===== src/rtl/core/hpid_pkg.sv =====
// Shared constants for the heading PID controller with deadband.
`default_nettype none
package hpid_pkg;

   localparam int unsigned RawW    = 16;
   localparam int unsigned MotionW = 2;
   localparam int unsigned ModeW   = 2;
   localparam int unsigned DriveW  = 16;
   localparam int unsigned RegW    = 16;
   localparam int unsigned IndexW  = 3;
   localparam int unsigned ErrW    = 18;
   localparam int unsigned AccW    = 32;
   localparam int unsigned DerivW  = 28;
   localparam int unsigned MulAW   = 33;
   localparam int unsigned MulBW   = 17;
   localparam int unsigned ProdW   = MulAW + MulBW;
   localparam int unsigned SumW    = ProdW + 1;

   // heading = raw * 45 / 32 degrees in Q9.8
   localparam logic signed [MulBW-1:0] HeadScale = 17'sd45;

   // motion codes
   localparam logic [MotionW-1:0] MOTION_STOP = 2'd0;
   localparam logic [MotionW-1:0] MOTION_FWD  = 2'd1;
   localparam logic [MotionW-1:0] MOTION_BACK = 2'd2;

   // result modes
   localparam logic [ModeW-1:0] MODE_IDLE     = 2'd0;
   localparam logic [ModeW-1:0] MODE_STRAIGHT = 2'd1;
   localparam logic [ModeW-1:0] MODE_CORRECT  = 2'd2;

   // register indexes
   localparam logic [IndexW-1:0] REG_GAIN_PROP   = 3'd0;
   localparam logic [IndexW-1:0] REG_GAIN_INTEG  = 3'd1;
   localparam logic [IndexW-1:0] REG_GAIN_DERIV  = 3'd2;
   localparam logic [IndexW-1:0] REG_INTEG_STEP  = 3'd3;
   localparam logic [IndexW-1:0] REG_DERIV_RECIP = 3'd4;
   localparam logic [IndexW-1:0] REG_TARGET      = 3'd5;
   localparam logic [IndexW-1:0] REG_DEAD_ZONE   = 3'd6;

   // register reset values
   localparam logic [RegW-1:0] GainPropRst   = 16'd256;
   localparam logic [RegW-1:0] GainIntegRst  = 16'd0;
   localparam logic [RegW-1:0] GainDerivRst  = 16'd0;
   localparam logic [RegW-1:0] IntegStepRst  = 16'd655;
   localparam logic [RegW-1:0] DerivRecipRst = 16'd25600;
   localparam logic [RegW-1:0] TargetRst     = 16'd0;
   localparam logic [RegW-1:0] DeadZoneRst   = 16'd1280;

endpackage
`default_nettype wire


===== src/rtl/core/heading_pid_with_deadband_top.sv =====
// Heading PID controller with deadband: one shared multiplier under a sequencer.
// A stopped beat goes straight to the result; a beat inside the deadband stops after the
// error check, else the sequencer runs through the gain products. One beat in flight: no new
// beat is taken until the last result is written. Heading scale, integral step, derivative
// scale and the three gain products each take one pass through the single 33x17 multiplier.
// Reset (synchronous, active high) loads the register defaults and clears state.
`default_nettype none
module heading_pid_with_deadband_top (
   input  wire logic                                clock,
   input  wire logic                                reset,
   input  wire logic                                req_valid,
   output logic                                     req_stall,
   input  wire logic signed [hpid_pkg::RawW-1:0]    req_heading_raw,
   input  wire logic [hpid_pkg::MotionW-1:0]        req_motion,
   output logic                                     rsp_valid,
   input  wire logic                                rsp_stall,
   output logic [hpid_pkg::ModeW-1:0]               rsp_mode,
   output logic signed [hpid_pkg::DriveW-1:0]       rsp_turn_drive,
   input  wire logic                                csr_write,
   input  wire logic [hpid_pkg::IndexW-1:0]         csr_index,
   input  wire logic [hpid_pkg::RegW-1:0]           csr_wdata
);

   localparam logic [3:0] S_IDLE = 4'd0;
   localparam logic [3:0] S_HEAD = 4'd1;
   localparam logic [3:0] S_ERR  = 4'd2;
   localparam logic [3:0] S_CHK  = 4'd3;
   localparam logic [3:0] S_INT  = 4'd4;
   localparam logic [3:0] S_DER  = 4'd5;
   localparam logic [3:0] S_PROP = 4'd6;
   localparam logic [3:0] S_ISUM = 4'd7;
   localparam logic [3:0] S_DSUM = 4'd8;
   localparam logic [3:0] S_FIN  = 4'd9;

   // configuration registers
   logic [hpid_pkg::RegW-1:0] gain_prop_ff, gain_integ_ff, gain_deriv_ff;
   logic [hpid_pkg::RegW-1:0] integ_step_ff, deriv_recip_ff, target_ff, dead_zone_ff;

   // sequencer and datapath
   logic [3:0]                             state_ff, state_in;
   logic signed [hpid_pkg::RawW-1:0]       raw_ff;
   logic signed [hpid_pkg::ErrW-1:0]       err_ff, err_in;
   logic signed [hpid_pkg::ErrW-1:0]       prev_ff, prev_in;
   logic signed [hpid_pkg::AccW-1:0]       integ_ff, integ_in;
   logic signed [hpid_pkg::DerivW-1:0]     deriv_ff, deriv_in;
   logic signed [hpid_pkg::ProdW-1:0]      prod_ff;
   logic signed [hpid_pkg::SumW-1:0]       sum_ff, sum_in;
   logic [hpid_pkg::ModeW-1:0]             mode_ff, mode_in;
   logic                                   rsp_valid_ff, rsp_valid_in;
   logic [hpid_pkg::ModeW-1:0]             rsp_mode_ff, rsp_mode_in;
   logic signed [hpid_pkg::DriveW-1:0]     rsp_drive_ff, rsp_drive_in;

   logic signed [hpid_pkg::MulAW-1:0]      mul_a;
   logic signed [hpid_pkg::MulBW-1:0]      mul_b;
   logic signed [hpid_pkg::ProdW-1:0]      mul_p;

   logic                                   req_take;
   logic                                   out_free;
   logic signed [hpid_pkg::ErrW-2:0]       heading;
   logic signed [hpid_pkg::ErrW:0]         err_wide;
   logic signed [hpid_pkg::ErrW:0]         dz_wide;
   logic                                   in_band;
   logic signed [hpid_pkg::ErrW:0]         err_diff;
   logic signed [hpid_pkg::ErrW:0]         integ_inc;
   logic signed [hpid_pkg::AccW:0]         acc_wide;
   logic signed [hpid_pkg::SumW-17:0]      quot;
   logic signed [hpid_pkg::SumW-16:0]      drive_wide;
   logic signed [hpid_pkg::DriveW-1:0]     drive_sat;

   assign req_take = req_valid && !req_stall;
   assign req_stall = (state_ff != S_IDLE);
   assign out_free = !rsp_valid_ff || !rsp_stall;

   // shared multiplier operand select
   always_comb begin
      mul_a = '0;
      mul_b = '0;
      unique case (state_ff)
         S_HEAD: begin
            mul_a = hpid_pkg::MulAW'(raw_ff);
            mul_b = hpid_pkg::HeadScale;
         end
         S_CHK: begin
            mul_a = hpid_pkg::MulAW'(err_ff);
            mul_b = $signed({1'b0, integ_step_ff});
         end
         S_INT: begin
            mul_a = hpid_pkg::MulAW'(err_diff);
            mul_b = $signed({1'b0, deriv_recip_ff});
         end
         S_DER: begin
            mul_a = hpid_pkg::MulAW'(err_ff);
            mul_b = hpid_pkg::MulBW'($signed(gain_prop_ff));
         end
         S_PROP: begin
            mul_a = hpid_pkg::MulAW'(integ_ff);
            mul_b = hpid_pkg::MulBW'($signed(gain_integ_ff));
         end
         S_ISUM: begin
            mul_a = hpid_pkg::MulAW'(deriv_ff);
            mul_b = hpid_pkg::MulBW'($signed(gain_deriv_ff));
         end
         default: begin
            mul_a = '0;
            mul_b = '0;
         end
      endcase
   end

   assign mul_p = mul_a * mul_b;

   // raw*45 fits 22 bits; floor by 32 is an arithmetic shift
   assign heading  = $signed(prod_ff[21:5]);
   assign err_wide = (hpid_pkg::ErrW+1)'($signed(target_ff))
                     - (hpid_pkg::ErrW+1)'(heading);
   assign dz_wide  = $signed({3'b000, dead_zone_ff});
   assign in_band  = ((hpid_pkg::ErrW+1)'(err_ff) <= dz_wide) &&
                     ((hpid_pkg::ErrW+1)'(err_ff) >= -dz_wide);
   assign err_diff = (hpid_pkg::ErrW+1)'(err_ff) - (hpid_pkg::ErrW+1)'(prev_ff);
   assign integ_inc = $signed(prod_ff[34:16]);
   assign acc_wide  = (hpid_pkg::AccW+1)'(integ_ff) + (hpid_pkg::AccW+1)'(integ_inc);

   // truncate toward zero, negate, saturate
   always_comb begin
      quot = $signed(sum_ff[hpid_pkg::SumW-1:16]);
      if (sum_ff[hpid_pkg::SumW-1] && (sum_ff[15:0] != 16'd0)) begin
         quot = quot + (hpid_pkg::SumW-16)'(1);
      end
      drive_wide = -((hpid_pkg::SumW-15)'(quot));
      if (drive_wide > (hpid_pkg::SumW-15)'(32767)) begin
         drive_sat = 16'sh7fff;
      end else if (drive_wide < -(hpid_pkg::SumW-15)'(32768)) begin
         drive_sat = 16'sh8000;
      end else begin
         drive_sat = drive_wide[hpid_pkg::DriveW-1:0];
      end
   end

   always_comb begin
      state_in     = state_ff;
      err_in       = err_ff;
      prev_in      = prev_ff;
      integ_in     = integ_ff;
      deriv_in     = deriv_ff;
      sum_in       = sum_ff;
      mode_in      = mode_ff;
      rsp_valid_in = rsp_valid_ff && rsp_stall;
      rsp_mode_in  = rsp_mode_ff;
      rsp_drive_in = rsp_drive_ff;
      unique case (state_ff)
         S_IDLE: begin
            if (req_take) begin
               if (req_motion == hpid_pkg::MOTION_FWD || req_motion == hpid_pkg::MOTION_BACK) begin
                  state_in = S_HEAD;
               end else begin
                  mode_in  = hpid_pkg::MODE_IDLE;
                  state_in = S_FIN;
               end
            end
         end
         S_HEAD: state_in = S_ERR;
         S_ERR: begin
            err_in   = err_wide[hpid_pkg::ErrW-1:0];
            state_in = S_CHK;
         end
         S_CHK: begin
            if (in_band) begin
               prev_in  = err_ff;
               mode_in  = hpid_pkg::MODE_STRAIGHT;
               state_in = S_FIN;
            end else begin
               mode_in  = hpid_pkg::MODE_CORRECT;
               state_in = S_INT;
            end
         end
         S_INT: begin
            if (acc_wide[hpid_pkg::AccW] != acc_wide[hpid_pkg::AccW-1]) begin
               integ_in = acc_wide[hpid_pkg::AccW] ? {1'b1, {(hpid_pkg::AccW-1){1'b0}}}
                                                   : {1'b0, {(hpid_pkg::AccW-1){1'b1}}};
            end else begin
               integ_in = acc_wide[hpid_pkg::AccW-1:0];
            end
            state_in = S_DER;
         end
         S_DER: begin
            deriv_in = $signed(prod_ff[35:8]);
            state_in = S_PROP;
         end
         S_PROP: begin
            sum_in   = hpid_pkg::SumW'(prod_ff);
            state_in = S_ISUM;
         end
         S_ISUM: begin
            sum_in   = sum_ff + hpid_pkg::SumW'(prod_ff);
            state_in = S_DSUM;
         end
         S_DSUM: begin
            sum_in   = sum_ff + hpid_pkg::SumW'(prod_ff);
            state_in = S_FIN;
         end
         S_FIN: begin
            // hold until the output register frees up
            if (out_free) begin
               rsp_valid_in = 1'b1;
               rsp_mode_in  = mode_ff;
               if (mode_ff == hpid_pkg::MODE_CORRECT) begin
                  rsp_drive_in = drive_sat;
                  prev_in      = err_ff;
               end else begin
                  rsp_drive_in = '0;
               end
               state_in = S_IDLE;
            end
         end
         default: state_in = S_IDLE;
      endcase
   end

   always_ff @(posedge clock) begin
      if (reset) begin
         state_ff       <= S_IDLE;
         prev_ff        <= '0;
         integ_ff       <= '0;
         rsp_valid_ff   <= 1'b0;
         gain_prop_ff   <= hpid_pkg::GainPropRst;
         gain_integ_ff  <= hpid_pkg::GainIntegRst;
         gain_deriv_ff  <= hpid_pkg::GainDerivRst;
         integ_step_ff  <= hpid_pkg::IntegStepRst;
         deriv_recip_ff <= hpid_pkg::DerivRecipRst;
         target_ff      <= hpid_pkg::TargetRst;
         dead_zone_ff   <= hpid_pkg::DeadZoneRst;
      end else begin
         state_ff     <= state_in;
         prev_ff      <= prev_in;
         integ_ff     <= integ_in;
         rsp_valid_ff <= rsp_valid_in;
         if (csr_write) begin
            unique case (csr_index)
               hpid_pkg::REG_GAIN_PROP:   gain_prop_ff   <= csr_wdata;
               hpid_pkg::REG_GAIN_INTEG:  gain_integ_ff  <= csr_wdata;
               hpid_pkg::REG_GAIN_DERIV:  gain_deriv_ff  <= csr_wdata;
               hpid_pkg::REG_INTEG_STEP:  integ_step_ff  <= csr_wdata;
               hpid_pkg::REG_DERIV_RECIP: deriv_recip_ff <= csr_wdata;
               hpid_pkg::REG_TARGET:      target_ff      <= csr_wdata;
               hpid_pkg::REG_DEAD_ZONE:   dead_zone_ff   <= csr_wdata;
               default: ;
            endcase
         end
      end
   end

   always_ff @(posedge clock) begin
      if (req_take) begin
         raw_ff <= req_heading_raw;
      end
      prod_ff      <= mul_p;
      err_ff       <= err_in;
      deriv_ff     <= deriv_in;
      sum_ff       <= sum_in;
      mode_ff      <= mode_in;
      rsp_mode_ff  <= rsp_mode_in;
      rsp_drive_ff <= rsp_drive_in;
   end

   assign rsp_valid      = rsp_valid_ff;
   assign rsp_mode       = rsp_mode_ff;
   assign rsp_turn_drive = rsp_drive_ff;

`ifndef ASSERT_OFF
   a_drive_zero: assert property (@(posedge clock) disable iff (reset)
      rsp_valid && rsp_mode != hpid_pkg::MODE_CORRECT |-> rsp_turn_drive == '0)
      else $error("nonzero drive outside correcting mode");

   a_stop_skips: assert property (@(posedge clock) disable iff (reset)
      req_take && req_motion != hpid_pkg::MOTION_FWD && req_motion != hpid_pkg::MOTION_BACK
      |=> state_ff == S_FIN && mode_ff == hpid_pkg::MODE_IDLE)
      else $error("stopped beat did not go straight to result");

   a_integ_hold: assert property (@(posedge clock) disable iff (reset)
      state_ff != S_INT |=> $stable(integ_ff))
      else $error("integrator changed outside its update step");

   a_mode_legal: assert property (@(posedge clock) disable iff (reset)
      rsp_valid |-> rsp_mode == hpid_pkg::MODE_IDLE || rsp_mode == hpid_pkg::MODE_STRAIGHT
                    || rsp_mode == hpid_pkg::MODE_CORRECT)
      else $error("illegal result mode");
`endif

endmodule
`default_nettype wire

===== config.mk =====
export PLATFORM = sky130hd
export DESIGN_NAME = heading_pid_with_deadband_top
export DESIGN_NICKNAME = d
export VERILOG_FILES = /design/src/rtl/core/hpid_pkg.sv /design/src/rtl/core/heading_pid_with_deadband_top.sv
export SDC_FILE = /design/constraint.sdc
export NUM_CORES = 2
export LEC_CHECK = 0
export ABC_AREA = 1
export BUFFER_PORTS_ARGS = -buffer_cell sky130_fd_sc_hd__buf_2
export CAP_MARGIN = 20
export CORE_MARGIN = 3
export CORE_UTILIZATION = 30
export CTS_CLUSTER_DIAMETER = 60
export CTS_CLUSTER_SIZE = 10
export DETAILED_ROUTE_END_ITERATION = 10
export PLACE_DENSITY = 0.55
export SYNTH_ARGS = -nofsm -noshare
export SYNTH_HDL_FRONTEND = slang
export SYNTH_SLANG_ARGS = --single-unit
export TNS_END_PERCENT = 100

===== constraint.sdc =====
create_clock -name clock -period 25.8 [get_ports clock]
set_clock_uncertainty 0.15 [all_clocks]
set_input_delay 1.29 -clock clock [delete_from_list [all_inputs] [get_ports clock]]
set_output_delay 1.29 -clock clock [all_outputs]
set_load 0.02 [all_outputs]

After elaboration in Yosys (flattened, before gate mapping)
Cells that the tools add are included.

Memory bits (read-only): 0. Memory bits (writable): 0. Output and inout port bits: 20. Register bits after elaboration: 350. Input bits: 42. Memories kept: 0. Bits in latches: 0.

Shift operators: 0. Mux-type cells: 23. Add/subtract/negate cells: 7. Div/mod/pow operators: 0. Reductions and logical operators: 30. Order comparisons: 4. Equal/unequal tests: 24. Multiply operators: 1. Bitwise logic cells: 1.

Operators by type and width (number): $pmux W33 S5 (1); $pmux W17 S6 (1); $pmux W51 S2 (1); $mux W32 (2); $mux W18 (3); $add A51 B50 Y51 (1); $mul A33 B17 Y50 (1); $pmux W4 S10 (1); $gt A36 B16 Y1 const B (1); $lt A36 B16 Y1 const B (1); $neg A35 Y36 (1); $pmux W18 S2 (1); $add A35 B2 Y35 const B (1); $mux W35 (1); $add A32 B19 Y33 (1); $ge A18 B19 Y1 (1); $neg A16 Y19 (1); $sub A18 B18 Y19 (1); $le A18 B17 Y1 (1); $reduce_and A2 Y1 (9); $sub A16 B17 Y18 (1); $eq A4 B3 Y1 const B (4); $mux W16 (1); $mux W4 (4); other kinds (26) (49).

Logic depth before layout (Yosys ltp)
Depth in word-level cells: 7. Depth in mapped cells: 45. Gate-level depth less buffers: 45.

Least setup slack after synthesis
Ideal clock, no wire load.

Path type: flip-flop to flip-flop. Start point: reg state_ff[0]. End point: reg prod_ff[43] (netlist bit). Arrival time: 8064 ps. Cell stages (with the launch flop): 35. Library setup time: 112 ps. Data required time: 25538 ps. Clock period less this slack: 8326 ps. Slack: 17474 ps. Buffers on the path: 3. Cell sequence: dfxtp_1 inv_1 nor2_1 inv_1 nor2_1 clkbuf_1 nand2_1 and2_1 clkbuf_1 inv_2 buf_1 nand2_1 fa_1 inv_1 fa_1 inv_1 fa_1 fa_1 inv_1 fa_1 fa_1 ha_1 nand2_1 nor2_1 inv_1 o21ai_0 a21oi_1 o21ai_0 a21oi_1 o21bai_1 a21oi_1 o21ai_0 nand2_1 nand3_1 nand2_1.

Word-level cells in the longest chain between the ends: 4.

Ends and longest elaborated chain: from (decl) (RTL line heading_pid_with_deadband_top.sv:40) `logic [3:0] state_ff, state_in;`; from (signal assigned) (RTL line heading_pid_with_deadband_top.sv:233) `state_ff <= state_in;`; $eq A4 B2 Y1 or $eq A4 B3 Y1 (tied branches) (RTL line heading_pid_with_deadband_top.sv:78) `unique case (state_ff)`; $reduce_or A2 Y1 (no line); $pmux W33 S5 (RTL line heading_pid_with_deadband_top.sv:78); $mul A33 B17 Y50 * (RTL line heading_pid_with_deadband_top.sv:110) `assign mul_p = mul_a * mul_b;`; net mul_p, one bit (RTL line heading_pid_with_deadband_top.sv:55) `logic signed [hpid_pkg::ProdW-1:0] mul_p;`; to (signal assigned) (RTL line heading_pid_with_deadband_top.sv:256) `prod_ff <= mul_p;`; to (decl) (RTL line heading_pid_with_deadband_top.sv:46) `logic signed [hpid_pkg::ProdW-1:0] prod_ff;`.

The timed path passes the listed nets; every way through them passes the cells marked *. A chain may end at the register's enable or synchronous reset.

Worst setup path after layout
Start point: reg err_ff[0] (netlist bit). End point: reg prod_ff[49] (netlist bit).

Word-level cells in the longest chain between the ends: 3.

Ends and longest elaborated chain: from (decl) (RTL line heading_pid_with_deadband_top.sv:42) `logic signed [hpid_pkg::ErrW-1:0] err_ff, err_in;`; from (signal assigned) (RTL line heading_pid_with_deadband_top.sv:257) `err_ff <= err_in;`; $sub A18 B18 Y19 (RTL line heading_pid_with_deadband_top.sv:119) `assign err_diff = (hpid_pkg::ErrW+1)'(err_ff) - (hpid_pkg::ErrW+1)'(prev_ff);`; $pmux W33 S5 * (RTL line heading_pid_with_deadband_top.sv:78); $mul A33 B17 Y50 * (RTL line heading_pid_with_deadband_top.sv:110); net mul_p, one bit (RTL line heading_pid_with_deadband_top.sv:55).

Marks and branches as above.

==> results.sh <==
export IMPL_finalSetupViolations=0
export IMPL_grt_max_degree=114
export IMPL_clock_latency_ps=600
export IMPL_dp_slack_ps=15700
export IMPL_start_util_pct=30.3
export IMPL_synth_cell_types=56
export IMPL_synth_area_top_cells="fa_1 25%, nand2_1 10%, dfxtp_1 10%"
export IMPL_worstPathRequired_ps=26160
export IMPL_setup_worst_path_start_class="flip-flop"
export IMPL_setup_ws_ps=15560
export IMPL_cp_max_fo=17
export IMPL_grt_pass1_wl_um=208000
export IMPL_setup_tns_final_ps=0
export IMPL_root_buffer="clkbuf_16"
export IMPL_ys_warn_count=0
export IMPL_hold_violations=0
export IMPL_drive_above_1_share_pct=5.42
export IMPL_boundaryPins=62
export IMPL_num_rows=137
export IMPL_finalInstanceArea_sq_um=46000
export IMPL_rsz0062_at_grt="false"
export IMPL_antenna_found_initial=1
export IMPL_viasPerCell=4.83
export IMPL_numCtsBuffers=43
export IMPL_yosysTopAreaCell="fa_1"
export IMPL_power_density_nw_per_um2=61.4
export IMPL_avgSynthCellArea_sq_um=7.61
export IMPL_utilization_pct=32.9
export IMPL_first_iter_violations=2689
export IMPL_vias=36000
export IMPL_grtUsageTotal_pct=18.1
export IMPL_synthAdderAreaFrac_pct=33.1
export IMPL_post_route_period_util_pct=39.7
export IMPL_seq_area_frac_synth_pct=19.7
export IMPL_post_cts_buffers=0
export IMPL_postPlaceCellArea_sq_um=44600
export IMPL_route_detailed_drc=0
export IMPL_wl_per_cell_um=17.8
export IMPL_synth_simple_area_share_pct=20.5
export IMPL_dieArea_sq_um=145000
export IMPL_ctsResizeCount=0
export IMPL_dr_pass1_iters=5
export IMPL_power_leakage_nw=23.0
export IMPL_synthXorXnorAreaFrac_pct=3.27
export IMPL_core_sq_um=140000
export IMPL_max_slew_margin_pct=30.8
export IMPL_drv_slew=0
export IMPL_end_kind="flip-flop"
export IMPL_ys_ff_latch=350
export IMPL_critPathMaxStageDelay_ps=870
export IMPL_cts_tree="done"
export IMPL_ctsHoldBuffers=0
export IMPL_min_period_ps=10240
export IMPL_nFillCells=14800
export IMPL_die_h_um=381
export IMPL_synth_edf_count=133
export IMPL_slowest_stage="nand3_1"
export IMPL_clk_pin_slew_ps=60
export IMPL_htree_levels=2
export IMPL_synth_nets=6396
export IMPL_synth_mux_area_share_pct=0
export IMPL_io_buffers=61
export IMPL_syn_inst=5553
export IMPL_maxCapViolations=0
export IMPL_crit_arrival_ps=10600
export IMPL_drtAntennaViolNets=0
export IMPL_clock_sinks=350
export IMPL_die_x_um=381
export IMPL_grt_pass1_vias=36000
export IMPL_syn_area_sq_um=42300
export IMPL_critPathKind="reg2reg"
export IMPL_worstHoldPathType="reg2reg"
export IMPL_clk_path_buf_depth=3
export IMPL_synthArstFlopShare_pct=0
export IMPL_synth_top_family_by_area="adder cells"
export IMPL_dpl_hpwl_um=105000
export IMPL_max_clock_freq_ghz=0.0977
export IMPL_status="completed"
export IMPL_worst_slew_pin_slew_ps=1030
export IMPL_gp_congestion=0.919
export IMPL_irDropWorstVdd_mv=0.0514
export IMPL_synthFlopType="dfxtp_1"
export IMPL_path_common_cell="nand2_1"
export IMPL_synth_top_area_share_pct=25.1
export IMPL_synth_compound_area_share_pct=11.8
export IMPL_area_growth_pct=8.83
export IMPL_overflow=0
export IMPL_final_nets=6391
export IMPL_drt_wl_total_um=133000
sequential cells by signal (all words and copies together), names as in the netlist, 18 cells and up:
name,count
sum_ff,51
prod_ff,50
integ_ff,32
deriv_ff,28
err_ff,18
prev_ff,18
cells in the final DEF, fill, tap and decap left out, drive strengths merged, types with 62 or more instances in the layout:
cell type | netlist | routed
buf | 35 | 107
xnor2 | 62 | 62
dfxtp | 217 | 217
o21ai | 306 | 306
fa | 530 | 530
nand3 | 148 | 148
xor2 | 96 | 96
ha | 271 | 271
nand2 | 1202 | 1202
clkbuf | 122 | 64
a21oi | 348 | 348
inv | 1111 | 1112
edfxtp | 133 | 133
nor2 | 623 | 623
through the flow:
stage / total power (W) / hold slack (ps) / cells
finish: 0.00282 / 299 / 7452
detailed placement: 0.00224 / 285 / 7376
CTS: 0.00283 / 300 / 7447
global placement: 0.00223 / 282 / 7374
floorplan: 0.00177 / 276 / 5553
global route: 0.00305 / 308 / 7450
critical path: cells and delay by family (launching register included):
family / cells / cell delay (ps)
AO/OA/AOI/OAI: 10 / 2530
XOR/XNOR: 1 / 140
adder cells (fa/ha/maj): 9 / 3870
buffers and inverters: 8 / 700
flip-flops: 1 / 380
AND/OR/NAND/NOR: 13 / 2370
logic make-up (layout without fill, tap and decap cells):
family	count (synthesis)	in the layout
and+or+nand+nor	2089	2089
buffers and inverters	1282	1303
AOI/OAI and AO/OA	873	873
adders and majority gates	801	801
DFF	350	350
xor gates and xnor gates	158	158
other	0	2
layer usage:
layer,wire length [um],global-route usage [%],vias up
met1,62200,25.6,17600
met3,7090,1.77,151
met5,0,0,-
met2,60500,29.8,974
met4,3010,4.04,0
li1,-,-,17300
synthesized netlist by cell type, types with 8 or more instances:
cell type	number
a21boi_0	14
a21oi_1	335
a21oi_2	11
a221oi_1	48
a22o_1	12
a31oi_1	55
and2_1	8
buf_2	14
buf_4	9
clkbuf_1	122
clkinv_1	14
dfxtp_1	217
edfxtp_1	133
fa_1	530
ha_1	271
inv_1	1102
inv_2	9
nand2_1	1167
nand2_2	31
nand3_1	139
nand3_2	8
nand3b_1	8
nand4_1	38
nor2_1	580
nor2_2	27
nor2_4	16
nor3_1	25
o211ai_1	9
o21a_1	21
o21ai_0	302
o21bai_1	17
o22ai_1	15
or2_2	22
xnor2_1	62
xor2_1	96
final cells by class:
cell class                      instances  area [sq um]  share of cell area (%)
Multi-Input combinational cell       3921         29100                    63.2
Sequential cell                       350          8340                    18.1
Inverter                             1125          4220                    9.18
Tap cell                             1876          2350                    5.10
Clock buffer                           64          1180                    2.56
Timing Repair Buffer                  107           722                    1.57
Clock inverter                          7           110                   0.239
Antenna cell                            2          5.00                  0.0109
path summary, 6_finish.rpt:
path	startpoint	to	slack, ps	depth (start not counted)
max reg2reg	err_ff[0]$_DFFE_PP_	prod_ff[49]$_DFF_P_	15560	41
min reg2reg	mode_ff[1]$_SDFFCE_PN0P_	rsp_mode[1]$_DFFE_PP_	300	0
min	mode_ff[1]$_SDFFCE_PN0P_	rsp_mode[1]$_DFFE_PP_	300	0
max	err_ff[0]$_DFFE_PP_	prod_ff[49]$_DFF_P_	15560	41
power breakdown:
group          leakage (nW)  switching, W  internal, W  total, W
sequential             3.00     0.0000882     0.000668  0.000756
combinational          19.4       0.00101     0.000487   0.00149
clock                 0.612      0.000253     0.000318  0.000571
Note: power is estimated with default switching activity, not from simulation.
